### src/sv/stcs_ram.sv
module stcs_ram #(
	parameter int W     = 8,
	parameter int DEPTH = 16,
	parameter int AW    = (DEPTH > 1) ? $clog2(DEPTH) : 1
) (
	input  logic          clk,
	input  logic          we,
	input  logic [AW-1:0] waddr,
	input  logic [W-1:0]  wdata,
	input  logic          re,
	input  logic [AW-1:0] raddr,
	output logic [W-1:0]  rdata
);

	logic [W-1:0] mem_q [DEPTH];

	always_ff @(posedge clk) begin
		if (we)
			mem_q[waddr] <= wdata;
		if (re)
			rdata <= mem_q[raddr];
	end

endmodule

### config.mk
export PLATFORM = sky130hd
export DESIGN_NAME = stcs_ram
export DESIGN_NICKNAME = d
export VERILOG_FILES = /design/src/sv/stcs_ram.sv
export SDC_FILE = /design/constraint.sdc
export NUM_CORES = 1
export LEC_CHECK = 0
export BUFFER_PORTS_ARGS = -buffer_cell sky130_fd_sc_hd__buf_2
export CORE_ASPECT_RATIO = 0.8
export CORE_UTILIZATION = 58
export CTS_BUF_LIST = sky130_fd_sc_hd__clkbuf_4 sky130_fd_sc_hd__clkbuf_8
export DETAILED_ROUTE_END_ITERATION = 6
export GPL_ROUTABILITY_DRIVEN = 0
export GPL_TIMING_DRIVEN = 0
export PLACE_DENSITY_LB_ADDON = 0.05
export SYNTH_ARGS = -nofsm -noshare
export SYNTH_HDL_FRONTEND = slang
export SYNTH_SLANG_ARGS = --single-unit
### constraint.sdc
create_clock -name clk -period 3.7 [get_ports clk]
set_clock_uncertainty 0.05 [all_clocks]
set_input_delay 0.37 -clock clk [delete_from_list [all_inputs] [get_ports clk]]
set_output_delay 0.37 -clock clk [all_outputs]
set_load 0.005 [all_outputs]
Yosys cells after proc, flatten, opt, wreduce, memory -nomap -nowiden
Memories as Yosys holds them, arrays and structs flattened. A register that Yosys moved wholly into a read port is not among the register bits.
Index checks and enable logic that the tools add are counted.
{"block": "op_classes", "n_mux": 2}
{"operator": "1-bit two-way mux", "n": 2}
{"block": "totals", "regBits": 0, "mem_bits_rw": 128, "input_bits": 19, "output_inout_bits": 8, "mem_count": 1}
{"memory": "mem_q", "depth": 16, "word_bits": 8, "rd": 1, "rd_clocked_by_memory_dff": 1, "wr": 1, "line": "15", "source": "logic [W-1:0] mem_q [DEPTH];"}

Logic depth before layout (Yosys ltp)
{"block": "logic_depth", "word_depth": 2, "mapped_depth": 5, "mapped_depth_nobuf": 3}

Least setup slack after synthesis
OpenSTA, ideal clock, no wires.
{"block": "synth_timing", "kind": "input port to flip-flop", "from": "input port waddr[2]", "to": "memory mem_q[0][0] (enable)", "setup_time_ns": 0.383, "arrival_ns": 1.480, "t_required_ns": 3.267, "path_slack_ns": 1.787, "cell_stages": 2, "n_path_buf": 0, "cell_sequence": "or3b_2 > nor3_1"}
{"element": "start, declared", "line": "8", "source": "input logic [AW-1:0] waddr,"}
{"element": "end, declared", "line": "15"}
Straight into the memory's write port.

Worst setup path in the final report
{"block": "layout_timing", "from": "input port waddr[2]", "to": "memory mem_q[0][0] (enable)"}
Straight into the memory's write port.

==> run summary <==
status: complete, no violations
VDD IR max: 0.302 mV
Initial Utilization: 60.8%
DP HPWL: 6180 µm
Critical Path RT: 3.67 ns
Achievable Freq: 489 MHz
syn nets: 248
setup TNS: 0 ns
clk sinks: 136
mapped cell area: 5230 µm²
Top delay family on crit path: simple AND/OR/NAND/NOR gates
Layout area overhead: 13.4%
Max stage delay on crit path: 1.01 ns
period utilization: 55.2%
Crit path arrival time: 2.02 ns
vias in the first global route: 2357
# H-tree levels: 4
die height: 86.9 µm
relative slew slack: 12.4%
DR vias: 2416
drt total wl: 9710 µm
Leakage: 1.98 nW
first-pass GRT wire length: 14200 µm
most frequent cells in the layout: 136 x edfxtp_1, 28 x buf_2, 18 x mux4_2, 17 x clkbuf_8, 16 x a22oi_1
clk slew on worst S/H paths: 0.07 ns
initial antenna violation count: 0
DIE AREA: 9400 µm²
CP bufs+invs: 1
cts bufs inserted: 17
cts hold-fix bufs: 0
Via density: 6.10
endpoints failing hold: 0
Total GRT Usage: 22.9%
diode count: 0
Clock Latency Late Sink: 0.42 ns
total congestion overflow: 0
unrepaired setup endpoints after global routing: false
DR iter-0 viols: 132
row cnt: 30
postcts setup bufs: 0
number of max-cap violations: 0
antenna-violating nets left: 0
Pwr Density: 547 nW/µm²
Setup violations, final: 0
Cell variety after synth: 18
actual slew at the worst max-slew pin: 1.30 ns
CTS tree: built
Synth warnings: 0
startpoint class of the critical path: input pin
Critical Path Fanout Max: 8
overall power: 3.24 mW
PostCTS Resize Cnt: 0
Post-Syn Instances: 229
core footprint: 8600 µm²
layout cells sized above 1: 29.6%
Filler cells: 529
slowest cell on the critical path: nor3_1
Avg WL per Cell: 24.5 µm
CTS Buffer Depth: 2
#FFs+latches synth: 136
commonest non-fill, non-tap cell in the layout: edfxtp_1
largest net degree at the start of global routing: 17
Post-Syn Area per Cell: 22.8 µm²
PortBufs: 25
Worst Hold Class: input pin to flop
nets: 292
max-slew violations: 0
die width: 108 µm
DRC: 0
R2R Setup Slk: 2.07 ns
crit path cell chain: buf_2 -> or3b_2 -> nor3_1
DR pass1 iterations: 4
WS Path Type: input pin to flop
crit end category: flop
crit path time final: 2.04 ns
# IOs: 27
Root Driver: clkbuf_8
Seq/Total Area, Yosys: 78.1%
[per-stage QoR]
stage          instance area, µm²  cells  utilization (%)  hold slack, ns  setup slack, ns
3_3_place_gp                 5490    366             63.9           0.663             1.24
6_report                     5930    396             69.0           0.241             1.66
2_1_floorplan                5230    229                -           0.419             1.79
5_1_grt                      5930    396             69.0           0.226             1.58
4_1_cts                      5930    396             69.0           0.213             1.66
3_5_place_dp                 5490    366             63.9           0.677             1.20
[logic make-up after synthesis]
family | synth area share, %
AOI/OAI and AO/OA | 2.30
muxes | 14.8
DFF | 78.1
buffers and inverters | 1.65
and+or+nand+nor | 3.14
[where the power goes]
group | internal [mW] | switching [mW]
combinational | 0.0667 | 0.0950
clock | 0.813 | 0.528
sequential | 1.73 | 0.00748
[worst paths after layout]
kind,start,endpoint,cells after the start
setup reg to reg,mem_q[5][2]$_DFFE_PP_,rdata[2]$_DFFE_PP_,3
hold reg to reg,mem_q[11][3]$_DFFE_PP_,rdata[3]$_DFFE_PP_,3
setup / recovery,waddr[2],mem_q[0][0]$_DFFE_PP_,3
hold / removal,re,rdata[2]$_DFFE_PP_,1
[registers in the layout (all words and copies together) (netlist names)]
name / count
rdata: 8
mem_q: 128
[metal layers]
metal / part of all wire [%] / track usage, % / up-vias
met5: 0 / 0 / -
met4: 1.3 / 7.72 / 0
met3: 7.7 / 6.21 / 12
met2: 46 / 32.5 / 96
met1: 45 / 35.0 / 1245
li1: - / - / 1063
[synthesized netlist by cell type, drive strengths merged]
master	count	area, µm²
a22oi	16	120
and2	1	6.26
and2b	1	7.51
buf	7	56.3
clkdlybuf4s25	3	30.0
edfxtp	136	4080
mux4	32	773
nand2	9	33.8
nand2b	2	12.5
nand3	1	5.00
nand3b	2	15.0
nor2	13	48.8
nor2b	1	6.26
nor3	4	20.0
or3b	1	8.76
[cell type report]
type / count / area [µm²] / area share [%]
multi-input combinational: 83 / 1060 / 17.8
tap: 112 / 140 / 2.36
clock buffer: 20 / 256 / 4.33
buffer: 10 / 86.3 / 1.46
timing repair buffer: 25 / 125 / 2.11
clock inverter: 10 / 178 / 3.00
sequential: 136 / 4080 / 68.9
No activity file was read; power rests on OpenSTA's default activity.
