`src/sv/stcs_pkg.sv`:
```
package stcs_pkg;

	localparam int CNT_W     = 9;
	localparam int NUM_CNT   = 12;
	localparam int CIDX_W    = $clog2(NUM_CNT);
	localparam int ROW_W     = CNT_W * NUM_CNT;
	localparam int FREQ_W    = 16;
	localparam int NUM_FREQ  = 4;
	localparam int SUM_W     = CNT_W + 1;
	localparam int PSUM_W    = 4 * SUM_W + 3;
	localparam int COEF_W    = 18;
	localparam int K_W       = 2 * COEF_W;
	localparam int MUL_W     = 32;
	localparam int PROD_W    = 2 * MUL_W;
	localparam int ACC_W     = K_W + PSUM_W + 3;
	localparam int FRAC_SH   = 24;
	localparam int SCORE_W   = 64;
	localparam int SITE_W    = 10;
	localparam int BASE_W    = 4;
	localparam int GRP_W     = 3;
	localparam int CFG_IDX_W = 2;

	localparam int NUM_SITES_DEF = 1024;
	localparam int MAX_TAXA_DEF  = 256;

	localparam logic [CFG_IDX_W-1:0] REG_FREQ_A = 2'd0;
	localparam logic [CFG_IDX_W-1:0] REG_FREQ_C = 2'd1;
	localparam logic [CFG_IDX_W-1:0] REG_FREQ_G = 2'd2;
	localparam logic [CFG_IDX_W-1:0] REG_FREQ_T = 2'd3;

	localparam logic [FREQ_W-1:0] FREQ_A_RST = 16'd19005;
	localparam logic [FREQ_W-1:0] FREQ_C_RST = 16'd13763;
	localparam logic [FREQ_W-1:0] FREQ_G_RST = 16'd13763;
	localparam logic [FREQ_W-1:0] FREQ_T_RST = 16'd19005;

	localparam logic FUNC_UPDATE = 1'b0;
	localparam logic FUNC_SCORE  = 1'b1;

	typedef logic [NUM_CNT-1:0][CNT_W-1:0]   cnt_row_t;
	typedef logic [NUM_FREQ-1:0][FREQ_W-1:0] freq_set_t;
	typedef logic [2:0]                      vsel_t;

	localparam vsel_t VS_A = 3'd0;
	localparam vsel_t VS_C = 3'd1;
	localparam vsel_t VS_G = 3'd2;
	localparam vsel_t VS_T = 3'd3;
	localparam vsel_t VS_R = 3'd4;
	localparam vsel_t VS_Y = 3'd5;

	typedef struct packed {
		vsel_t      xs;
		vsel_t      ys;
		logic [1:0] bkt;
	} pair_t;

	typedef struct packed {
		logic busy;
		logic done;
	} eng_stat_t;

	// pair-sum list: bucket 0 is +K1, 1 is -K2, 2 is -K3, 3 is +K4
	function automatic pair_t pair_sel(input logic [3:0] idx);
		pair_t p;
		unique case (idx)
			4'd0:    p = '{xs: VS_R, ys: VS_Y, bkt: 2'd0};
			4'd1:    p = '{xs: VS_A, ys: VS_Y, bkt: 2'd1};
			4'd2:    p = '{xs: VS_G, ys: VS_Y, bkt: 2'd1};
			4'd3:    p = '{xs: VS_R, ys: VS_C, bkt: 2'd2};
			4'd4:    p = '{xs: VS_R, ys: VS_T, bkt: 2'd2};
			4'd5:    p = '{xs: VS_A, ys: VS_C, bkt: 2'd3};
			4'd6:    p = '{xs: VS_A, ys: VS_T, bkt: 2'd3};
			4'd7:    p = '{xs: VS_G, ys: VS_C, bkt: 2'd3};
			4'd8:    p = '{xs: VS_G, ys: VS_T, bkt: 2'd3};
			default: p = '{xs: VS_A, ys: VS_A, bkt: 2'd0};
		endcase
		return p;
	endfunction

endpackage

```
`src/sv/stcs_mul.sv`:
```
module stcs_mul import stcs_pkg::*; (
	input  logic              clk,
	input  logic [MUL_W-1:0]  a,
	input  logic [MUL_W-1:0]  b,
	output logic [PROD_W-1:0] p
);

	always_ff @(posedge clk) begin
		p <= a * b;
	end

endmodule

```
`src/sv/stcs_score.sv`:
```
module stcs_score import stcs_pkg::*; (
	input  logic               clk,
	input  logic               arst_n,
	input  logic               start,
	input  cnt_row_t           counts,
	input  freq_set_t          freqs,
	output eng_stat_t          stat,
	output logic [SCORE_W-1:0] score
);

	localparam logic [2:0] E_IDLE  = 3'd0;
	localparam logic [2:0] E_COEF  = 3'd1;
	localparam logic [2:0] E_PAIR  = 3'd2;
	localparam logic [2:0] E_KMUL  = 3'd3;
	localparam logic [2:0] E_DRAIN = 3'd4;
	localparam logic [2:0] E_RND   = 3'd5;

	localparam logic [3:0] COEF_LAST = 4'd10;
	localparam logic [3:0] PAIR_LAST = 4'd8;
	localparam logic [2:0] TERM_LAST = 3'd5;
	localparam logic [1:0] STEP_LAST = 2'd2;

	logic [2:0] st_q;
	logic [3:0] step_q;
	logic [3:0] pi_q;
	logic [2:0] tj_q;
	logic [1:0] sk_q;
	logic [1:0] kb_q;
	logic [1:0] kp_q;
	logic       pend_pair_q;
	logic       pend_k_q;
	logic [1:0] pend_bkt_q;
	logic [1:0] pend_sh_q;
	logic       pend_neg_q;

	cnt_row_t                        cnt_q;
	logic [2*FREQ_W-1:0]             tmp_q;
	logic [COEF_W-1:0]               r2_q, y2_q, rr_q, yy_q;
	logic [3:0][K_W-1:0]             k_q;
	logic [3:0][PSUM_W-1:0]          s_q;
	logic signed [ACC_W-1:0]         acc_q;

	logic [MUL_W-1:0]  opa, opb;
	logic [PROD_W-1:0] prod;
	logic [FREQ_W:0]   r_sum, y_sum;
	pair_t             pr;
	logic [1:0]        ti, ti1, ti2;
	logic              tsw;
	vsel_t             usel, vsel;
	logic [SUM_W-1:0]  u_v, v_v, w_v;
	logic [K_W-1:0]    kk;
	logic [PSUM_W-1:0] ss;
	logic [ACC_W-1:0]  addend;
	logic signed [ACC_W-1:0] rnd_v, sh_v;

	function automatic logic [SUM_W-1:0] vget(input cnt_row_t c, input vsel_t s,
			input logic [1:0] g);
		logic [SUM_W-1:0] av, cv, gv, tv;
		av = SUM_W'(c[{g, 2'd0}]);
		cv = SUM_W'(c[{g, 2'd1}]);
		gv = SUM_W'(c[{g, 2'd2}]);
		tv = SUM_W'(c[{g, 2'd3}]);
		unique case (s)
			VS_A:    return av;
			VS_C:    return cv;
			VS_G:    return gv;
			VS_T:    return tv;
			VS_R:    return av + gv;
			VS_Y:    return cv + tv;
			default: return '0;
		endcase
	endfunction

	function automatic logic [COEF_W-1:0] rnd16(input logic [2*FREQ_W+2:0] v);
		logic [2*FREQ_W+2:0] t;
		t = (v + (2*FREQ_W+3)'(32768)) >> FREQ_W;
		return t[COEF_W-1:0];
	endfunction

	stcs_mul u_mul (
		.clk (clk),
		.a   (opa),
		.b   (opb),
		.p   (prod)
	);

	assign r_sum = {1'b0, freqs[0]} + {1'b0, freqs[2]};
	assign y_sum = {1'b0, freqs[1]} + {1'b0, freqs[3]};

	always_comb begin
		pr   = pair_sel(pi_q);
		tsw  = (tj_q > 3'd2);
		ti   = tsw ? 2'(tj_q - 3'd3) : tj_q[1:0];
		ti1  = (ti == 2'd2) ? 2'd0 : ti + 2'd1;
		ti2  = (ti == 2'd0) ? 2'd2 : ti - 2'd1;
		usel = tsw ? pr.ys : pr.xs;
		vsel = tsw ? pr.xs : pr.ys;
		u_v  = vget(cnt_q, usel, ti);
		v_v  = vget(cnt_q, vsel, ti1);
		w_v  = vget(cnt_q, vsel, ti2);
		kk   = k_q[kb_q];
		ss   = s_q[kb_q];
	end

	always_comb begin
		opa = '0;
		opb = '0;
		unique case (st_q)
			E_COEF: begin
				unique case (step_q)
					4'd0:    begin opa = MUL_W'(freqs[0]); opb = MUL_W'(freqs[0]); end
					4'd1:    begin opa = MUL_W'(freqs[2]); opb = MUL_W'(freqs[2]); end
					4'd2:    begin opa = MUL_W'(freqs[1]); opb = MUL_W'(freqs[1]); end
					4'd3:    begin opa = MUL_W'(freqs[3]); opb = MUL_W'(freqs[3]); end
					4'd4:    begin opa = MUL_W'(r_sum); opb = MUL_W'(r_sum); end
					4'd5:    begin opa = MUL_W'(y_sum); opb = MUL_W'(y_sum); end
					4'd6:    begin opa = MUL_W'(r2_q); opb = MUL_W'(y2_q); end
					4'd7:    begin opa = MUL_W'(rr_q); opb = MUL_W'(y2_q); end
					4'd8:    begin opa = MUL_W'(r2_q); opb = MUL_W'(yy_q); end
					4'd9:    begin opa = MUL_W'(rr_q); opb = MUL_W'(yy_q); end
					default: begin opa = '0; opb = '0; end
				endcase
			end
			E_PAIR: begin
				unique case (sk_q)
					2'd0:    begin opa = MUL_W'(u_v); opb = MUL_W'(u_v - SUM_W'(1)); end
					2'd1:    begin opa = prod[MUL_W-1:0]; opb = MUL_W'(v_v); end
					default: begin opa = prod[MUL_W-1:0]; opb = MUL_W'(w_v); end
				endcase
			end
			E_KMUL: begin
				opa = kp_q[1] ? MUL_W'(kk[K_W-1:MUL_W]) : kk[MUL_W-1:0];
				opb = kp_q[0] ? MUL_W'(ss[PSUM_W-1:MUL_W]) : ss[MUL_W-1:0];
			end
			default: begin opa = '0; opb = '0; end
		endcase
	end

	assign addend = ACC_W'(prod) << {pend_sh_q, 5'd0};

	always_ff @(posedge clk or negedge arst_n) begin
		if (!arst_n) begin
			st_q        <= E_IDLE;
			step_q      <= '0;
			pi_q        <= '0;
			tj_q        <= '0;
			sk_q        <= '0;
			kb_q        <= '0;
			kp_q        <= '0;
			pend_pair_q <= 1'b0;
			pend_k_q    <= 1'b0;
			pend_bkt_q  <= '0;
			pend_sh_q   <= '0;
			pend_neg_q  <= 1'b0;
		end else begin
			pend_pair_q <= 1'b0;
			pend_k_q    <= 1'b0;
			unique case (st_q)
				E_IDLE: begin
					if (start) begin
						st_q   <= E_COEF;
						step_q <= '0;
						pi_q   <= '0;
						tj_q   <= '0;
						sk_q   <= '0;
						kb_q   <= '0;
						kp_q   <= '0;
					end
				end
				E_COEF: begin
					step_q <= step_q + 4'd1;
					if (step_q == COEF_LAST)
						st_q <= E_PAIR;
				end
				E_PAIR: begin
					pend_pair_q <= (sk_q == STEP_LAST);
					pend_bkt_q  <= pr.bkt;
					if (sk_q == STEP_LAST) begin
						sk_q <= '0;
						if (tj_q == TERM_LAST) begin
							tj_q <= '0;
							pi_q <= pi_q + 4'd1;
							if (pi_q == PAIR_LAST)
								st_q <= E_KMUL;
						end else begin
							tj_q <= tj_q + 3'd1;
						end
					end else begin
						sk_q <= sk_q + 2'd1;
					end
				end
				E_KMUL: begin
					pend_k_q   <= 1'b1;
					pend_sh_q  <= 2'(kp_q[0]) + 2'(kp_q[1]);
					pend_neg_q <= (kb_q == 2'd1) || (kb_q == 2'd2);
					kp_q       <= kp_q + 2'd1;
					if (kp_q == 2'd3) begin
						kb_q <= kb_q + 2'd1;
						if (kb_q == 2'd3)
							st_q <= E_DRAIN;
					end
				end
				E_DRAIN: st_q <= E_RND;
				E_RND:   st_q <= E_IDLE;
				default: st_q <= E_IDLE;
			endcase
		end
	end

	always_ff @(posedge clk) begin
		if (st_q == E_IDLE && start) begin
			cnt_q <= counts;
			s_q   <= '0;
			acc_q <= '0;
		end else begin
			if (pend_pair_q)
				s_q[pend_bkt_q] <= s_q[pend_bkt_q] + PSUM_W'(prod);
			if (pend_k_q)
				acc_q <= pend_neg_q ? acc_q - addend : acc_q + addend;
		end
		if (st_q == E_COEF) begin
			unique case (step_q)
				4'd1:    tmp_q <= prod[2*FREQ_W-1:0];
				4'd2:    r2_q <= rnd16((2*FREQ_W+3)'(tmp_q) + (2*FREQ_W+3)'(prod[2*FREQ_W-1:0]));
				4'd3:    tmp_q <= prod[2*FREQ_W-1:0];
				4'd4:    y2_q <= rnd16((2*FREQ_W+3)'(tmp_q) + (2*FREQ_W+3)'(prod[2*FREQ_W-1:0]));
				4'd5:    rr_q <= rnd16(prod[2*FREQ_W+2:0]);
				4'd6:    yy_q <= rnd16(prod[2*FREQ_W+2:0]);
				4'd7:    k_q[0] <= prod[K_W-1:0];
				4'd8:    k_q[1] <= prod[K_W-1:0];
				4'd9:    k_q[2] <= prod[K_W-1:0];
				4'd10:   k_q[3] <= prod[K_W-1:0];
				default: ;
			endcase
		end
	end

	assign rnd_v = acc_q + (ACC_W'(1) << (FRAC_SH - 1));
	assign sh_v  = rnd_v >>> FRAC_SH;
	assign score = SCORE_W'(sh_v);

	assign stat.busy = (st_q != E_IDLE);
	assign stat.done = (st_q == E_RND);

endmodule

```
`config.mk`:
```
export PLATFORM = sky130hd
export DESIGN_NAME = stcs_score
export DESIGN_NICKNAME = d
export VERILOG_FILES = /design/src/sv/stcs_pkg.sv /design/src/sv/stcs_mul.sv /design/src/sv/stcs_score.sv
export SDC_FILE = /design/constraint.sdc
export NUM_CORES = 2
export LEC_CHECK = 0
export BUFFER_PORTS_ARGS = -buffer_cell sky130_fd_sc_hd__buf_2
export CORE_ASPECT_RATIO = 1.5
export CORE_MARGIN = 2
export CORE_UTILIZATION = 45
export CTS_CLUSTER_DIAMETER = 80
export DETAILED_ROUTE_END_ITERATION = 7
export HOLD_SLACK_MARGIN = 0.15
export PLACE_DENSITY = 0.7
export SLEW_MARGIN = 40
export SYNTH_ARGS = -nofsm -noshare
export SYNTH_HDL_FRONTEND = slang
export SYNTH_SLANG_ARGS = --single-unit
```
`constraint.sdc`:
```
create_clock -name clk -period 19.7 [get_ports clk]
set_input_delay 3.94 -clock clk [delete_from_list [all_inputs] [get_ports clk]]
set_output_delay 3.94 -clock clk [all_outputs]
set_load 0.02 [all_outputs]
```
[Word-level counts from Yosys, hierarchy flattened]
Memory sizes are Yosys's and may differ from the RTL's.
Index checks and enable logic that the tools add are counted.
Storage, ports and cells
  input port bits: 175
  memories: 1
  output and inout port bits: 66
  flip-flop bits (word level): 701
  ROM bits: 112
Memories
  (name not given): words 16, bits a word 7, read ports 1, clocked after Yosys merged registers in 0, write ports 0, RTL line stcs_pkg.sv:64  | unique case (idx)
Cells by class
  $add $sub $neg: 26
  equal/unequal tests: 41
  $lt $le $gt $ge: 16
  reduce and logical (&&, ||, !) cells: 34
  multiplexer cells: 75
  shift operators: 1
  multiply operators: 1
Operator list (count)
  18-bit one-hot mux with 8 select lines: 2
  9-bit binary-select mux with 2-bit select: 12
  32-bit one-hot mux with 3 select lines: 2
  10-bit one-hot mux with 6 select lines: 3
  43-bit binary-select mux with 2-bit select: 2
  172-bit bitwise mux: 1
  43-bit 2-to-1 mux: 3
  9-bit 2-to-1 mux: 12
  32-bit 2-to-1 mux: 3
  43-bit demux with 2-bit select: 1
  82-bit by 25-bit adder with 82-bit output, second input constant: 1
  82-bit adder: 1
  82-bit 2-to-1 mux: 1
  64-bit by 7-bit left shift with 82-bit output: 1
  82-bit subtractor: 1
  36-bit binary-select mux with 2-bit select: 1
  32-bit by 32-bit multiplier with 64-bit output: 1
  32-bit one-hot mux with 2 select lines: 1
  9-bit by 9-bit adder with 10-bit output: 6
  4-bit by 5-bit < comparator with 1-bit output, second input constant: 12
  43-bit adder: 1
  3-bit 2-to-1 mux: 12
  36-bit 2-to-1 mux: 1
  16-bit by 16-bit adder with 17-bit output: 2
  other kinds (42): 111

[Depth between registers and ports, before layout]
  word-level depth: 11
  mapped depth: 61
  gate-level depth less buffers: 49

[Cells and area by module]
A second synthesis with hierarchy kept.
Second synthesis, totals
  cells, all modules: 8679
  area total of the unflattened synthesis: 79880.4 sq um
Modules (own cells, without submodules)
  stcs_score: sequential area each 16450.8 sq um, area each 45005.7 sq um, cells each 4830, instances 1
  stcs_mul: sequential area each 1281.2 sq um, area each 34874.7 sq um, cells each 3849, instances 1

[Worst setup path after synthesis]
No wires, ideal clock.
  path kind: register -> register
  from: register tj_q[0]
  to: register u_mul.p[59]
  path slack: 5.604 ns
  data arrival time: 13.970 ns
  path buffers: 11
  setup time: 0.127 ns
  cell stages (with the launch flop): 56
  cell sequence: dfrtp_1 buf_2 inv_2 clkbuf_1 ha_1 buf_2 o21ba_2 nor2_8 clkinv_1 buf_2 clkbuf_1 clkbuf_1 clkbuf_1 ha_1 buf_2 buf_1 buf_1 mux2i_1 (+20 left out) inv_1 fa_1 fa_1 fa_1 inv_1 fa_1 inv_1 ha_1 or3_1 a311oi_1 o21ai_0 o211ai_1 nor3_1 a2111oi_0 nor2_1 a21boi_0 o21ai_0 xor2_1
Between the ends
  word-level cells in the longest chain between the ends: 11
Ends and longest elaborated chain
  from (decl): RTL line stcs_score.sv:26  | logic [2:0] tj_q;
  from (signal assigned): RTL line stcs_score.sv:186  | tj_q <= tj_q + 3'd1;
  branches (longest 10 deep; another with 10-bit by 1-bit subtractor with 11-bit output)
  32-bit by 32-bit multiplier with 64-bit output (*): RTL line stcs_mul.sv:9  | p <= a * b;
  to (signal assigned): RTL line stcs_mul.sv:9
  to (decl): RTL line stcs_mul.sv:5  | output logic [PROD_W-1:0] p
Mark *: on every way between the ends. The select of a mux whose other input is x is not followed.
A chain may end at the register's enable or synchronous reset.

[Worst setup path after layout]
  from: register tj_q[0]
  to: register u_mul.p[61]
The elaborated chain is that of the path after synthesis.

==> impl_metrics.yaml <==
yosys:
  async_reset_ff_share_pct: 3.852
  synth_top_family_by_area: "adder cells"
  avgSynthCellArea_um2: 8.963
  synth-seq-cells: 701
  synthSimpleGateAreaFrac_pct: 15.18
  yosys.area_share.adder_pct: 30.92
  synth.cell_area_mm2: 0.08099
  synth-edff-count: 356
  ys.flop_type: "edfxtp_1"
  synth-compound-area-share_pct: 14.57
  synthCells: 9036
  yosysWarnings: 0
  synth_mux_area_share_pct: 5.761
  synth_fp_nets: 10670
  synth_cell_types: 118
  synthXorXnorAreaFrac_pct: 4.014
  seq_area_frac_synth_pct: 21.90
clock_tree:
  insertion_delay_ps: 740
  cts_setup_buffers: 0
  cts_tree: "done"
  clk_path_buf_depth: 3
  postCtsHoldBufs: 0
  clk_pin_slew_ps: 60
  clkSinkCount: 701
  cts_max_level: 3
  numCtsBuffers: 81
  ctsResizeCount: 0
  root_buffer: "clkbuf_16"
place:
  placedInstanceArea_mm2: 0.08491
  place.gp.congestion: 1.041
  portBuffers: 240
  dp_hpwl_um: 233300
  place_inst: 11370
die:
  die_h_um: 523.6
  start_util_pct: 45.30
  rows: 190
  dieArea_mm2: 0.1834
  ioPinCount: 241
  die_x_um: 350.4
  core_area_mm2: 0.1788
global_routing:
  grt.met3_usage_pct: 6.247
  grt_pass1_wl_um: 459000
  antenna_found_initial: 11
  grt_max_degree: 102
  top_usage_layer: "met2"
  globalRouteMet1Util_pct: 36.08
  grt_pass1_vias: 72930
  grtUsageTotal_pct: 33.53
  grt.met2_usage_pct: 56.55
  overflow: 0
power:
  p_leak_uw: 0.03940
  switching_share_pct: 55.36
  combPwrFrac_pct: 70.4
  power.density_mw_per_mm2: 145.2
  intPower_uw: 5686
  p_clk_share_pct: 12.3
  seqPwrFrac_pct: 17.3
  ir_worst_vdd_mv: 0.1570
  p_total_uw: 12740
  power_switching_uw: 7051
worst_setup_path:
  required_ps: 20340
  crit_top_cell: "fa_1"
  cp_slowest_cell: "buf_4"
  arrival_ps: 16600
  crit_family: "adder cells"
  end_kind: "flop"
  worstSetupPathType: "reg2reg"
  crit_buf_inv: 11
  worst_setup_path_start_kind: "flop"
  rrSetupSlack_ps: 3740
  slowest_delay_ps: 690
  crit_fanout: 60
sta:
  post-route-min-period_ps: 15960
  slew_viol_final: 0
  tns_ps: 0
  final_hold_viol_count: 0
  slew_headroom_pct: 32.08
  rsz0062_at_grt: "false"
  setup_viol: 0
  clock_skew_ps: 80.48
  worst_pin_slew_ps: 1012
  clock.fmax_mhz: 62.65
  finalCritPeriodShare_pct: 81.02
final_layout:
  fin_area_mm2: 0.08774
  nets: 10690
  drive_above_1_share_pct: 9.877
  syn2layout_area_growth_pct: 8.333
  final_cells: 11530
routing:
  drt_pass1_iterations: 6
  drt-initial-drc-count: 6339
  vias_per_cell: 6.113
  post_drt_wl_per_cell_um: 26.66
  drc: 0
  vias: 70470
  ant_nets: 0
  routed_wl_um: 307300
outcome:
  status: "complete, no violations"
worst_hold_path:
  hold_path.class: "reg2reg"
run:
  maxCapViolations: 0
==> Yosys cell counts (77+ instances only) <==
cell type | number | area share [%]
xor2_1 | 137 | 1.5
and2_1 | 77 | 0.59
dfxtp_1 | 318 | 7.9
o21ai_0 | 358 | 2.2
xnor2_1 | 229 | 2.5
a21oi_1 | 551 | 3.4
nor2_1 | 754 | 3.5
mux4_2 | 107 | 3.0
nand2_1 | 1254 | 5.8
clkbuf_1 | 367 | 1.7
ha_1 | 552 | 8.5
a21o_1 | 168 | 1.6
nor3_1 | 123 | 0.76
mux2i_1 | 189 | 2.3
nand3_1 | 154 | 0.95
a22oi_1 | 86 | 0.80
inv_1 | 1052 | 4.9
edfxtp_1 | 356 | 13
fa_1 | 906 | 22
==> area by class of cell <==
type | instances | area, um2
Timing Repair Buffer | 460 | 2874
Inverter | 1057 | 3975
Clock buffer | 107 | 2185
Multi-Input combinational cell | 6754 | 57360
Clock inverter | 43 | 575.6
Tap cell | 2400 | 3003
Antenna cell | 5 | 12.51
Fill cell | 16870 | 91040
Sequential cell | 701 | 17750
==> power by group through the flow <==
stage / Combinational (uW) / Clock (uW) / Sequential, uW
floorplan: 5730 / 0 / 2110
global placement: 8530 / 0 / 2220
detailed placement: 8630 / 0 / 2220
CTS: 8750 / 1580 / 2190
global route: 9640 / 1640 / 2220
finish: 8960 / 1570 / 2200
==> registers in the layout, indices dropped and copies added (netlist names), 3 cells and up <==
| register | count |
|---|---|
| y2_q | 18 |
| yy_q | 18 |
| tmp_q | 32 |
| acc_q | 82 |
| k_q | 144 |
| cnt_q | 108 |
| tj_q | 3 |
| pi_q | 4 |
| r2_q | 18 |
| rr_q | 18 |
| st_q | 3 |
| s_q | 172 |
| u_mul.p | 64 |
| step_q | 4 |
==> worst paths after layout <==
path,cells past startpoint,startpoint,endpoint
min in group asynchronous,1,arst_n,step_q[0]
setup reg to reg,47,tj_q[0],u_mul.p[61]
hold / removal,2,s_q[154],s_q[154]
hold reg to reg,2,s_q[154],s_q[154]
setup / recovery,47,tj_q[0],u_mul.p[61]
max in group asynchronous,1,arst_n,pend_k_q
==> worst min-delay path: stages (launching register included) <==
cell and delay (ps):
dfxtp_1 320, nand2_1 50, a21oi_1 50
==> stage by stage <==
stage / utilization (%) / worst slack, ps / hold WS, ps
2_1_floorplan: - / 5604 / 438.5
3_3_place_gp: 47.44 / 3733 / 449.4
3_5_place_dp: 47.50 / 3991 / 456.9
4_1_cts: 49.04 / 3942 / 465.5
5_1_grt: 49.07 / 2777 / 487.5
6_report: 49.08 / 3739 / 464.4
==> routing by layer <==
layer | vias to the layer above | wire, um
li1 | 30610 | -
met1 | 34790 | 102800
met3 | 1272 | 25650
met5 | - | 35
met4 | 6 | 32360
met2 | 3787 | 146500
==> cells in the final DEF (no fill, tap or decap), types with 229 or more instances in the layout <==
master,netlist,final
fa_1,906,906
ha_1,552,551
nand2_1,1254,1253
a21oi_1,551,546
buf_2,66,240
dfxtp_1,318,318
edfxtp_1,356,356
inv_1,1052,1051
xnor2_1,229,229
nor2_1,754,746
o21ai_0,358,337
==> cells by family (layout without fill, tap and decap cells) <==
family          after synthesis  count (layout)
compound gates             1818            1818
flops                       701             701
simple gates               2782            2782
mux                         328             328
fa+ha+maj                  1458            1458
other cells                   0               5
buf+inv                    1581            1667
xor+xnor                    368             368
Power figures use the tool's default switching activity.
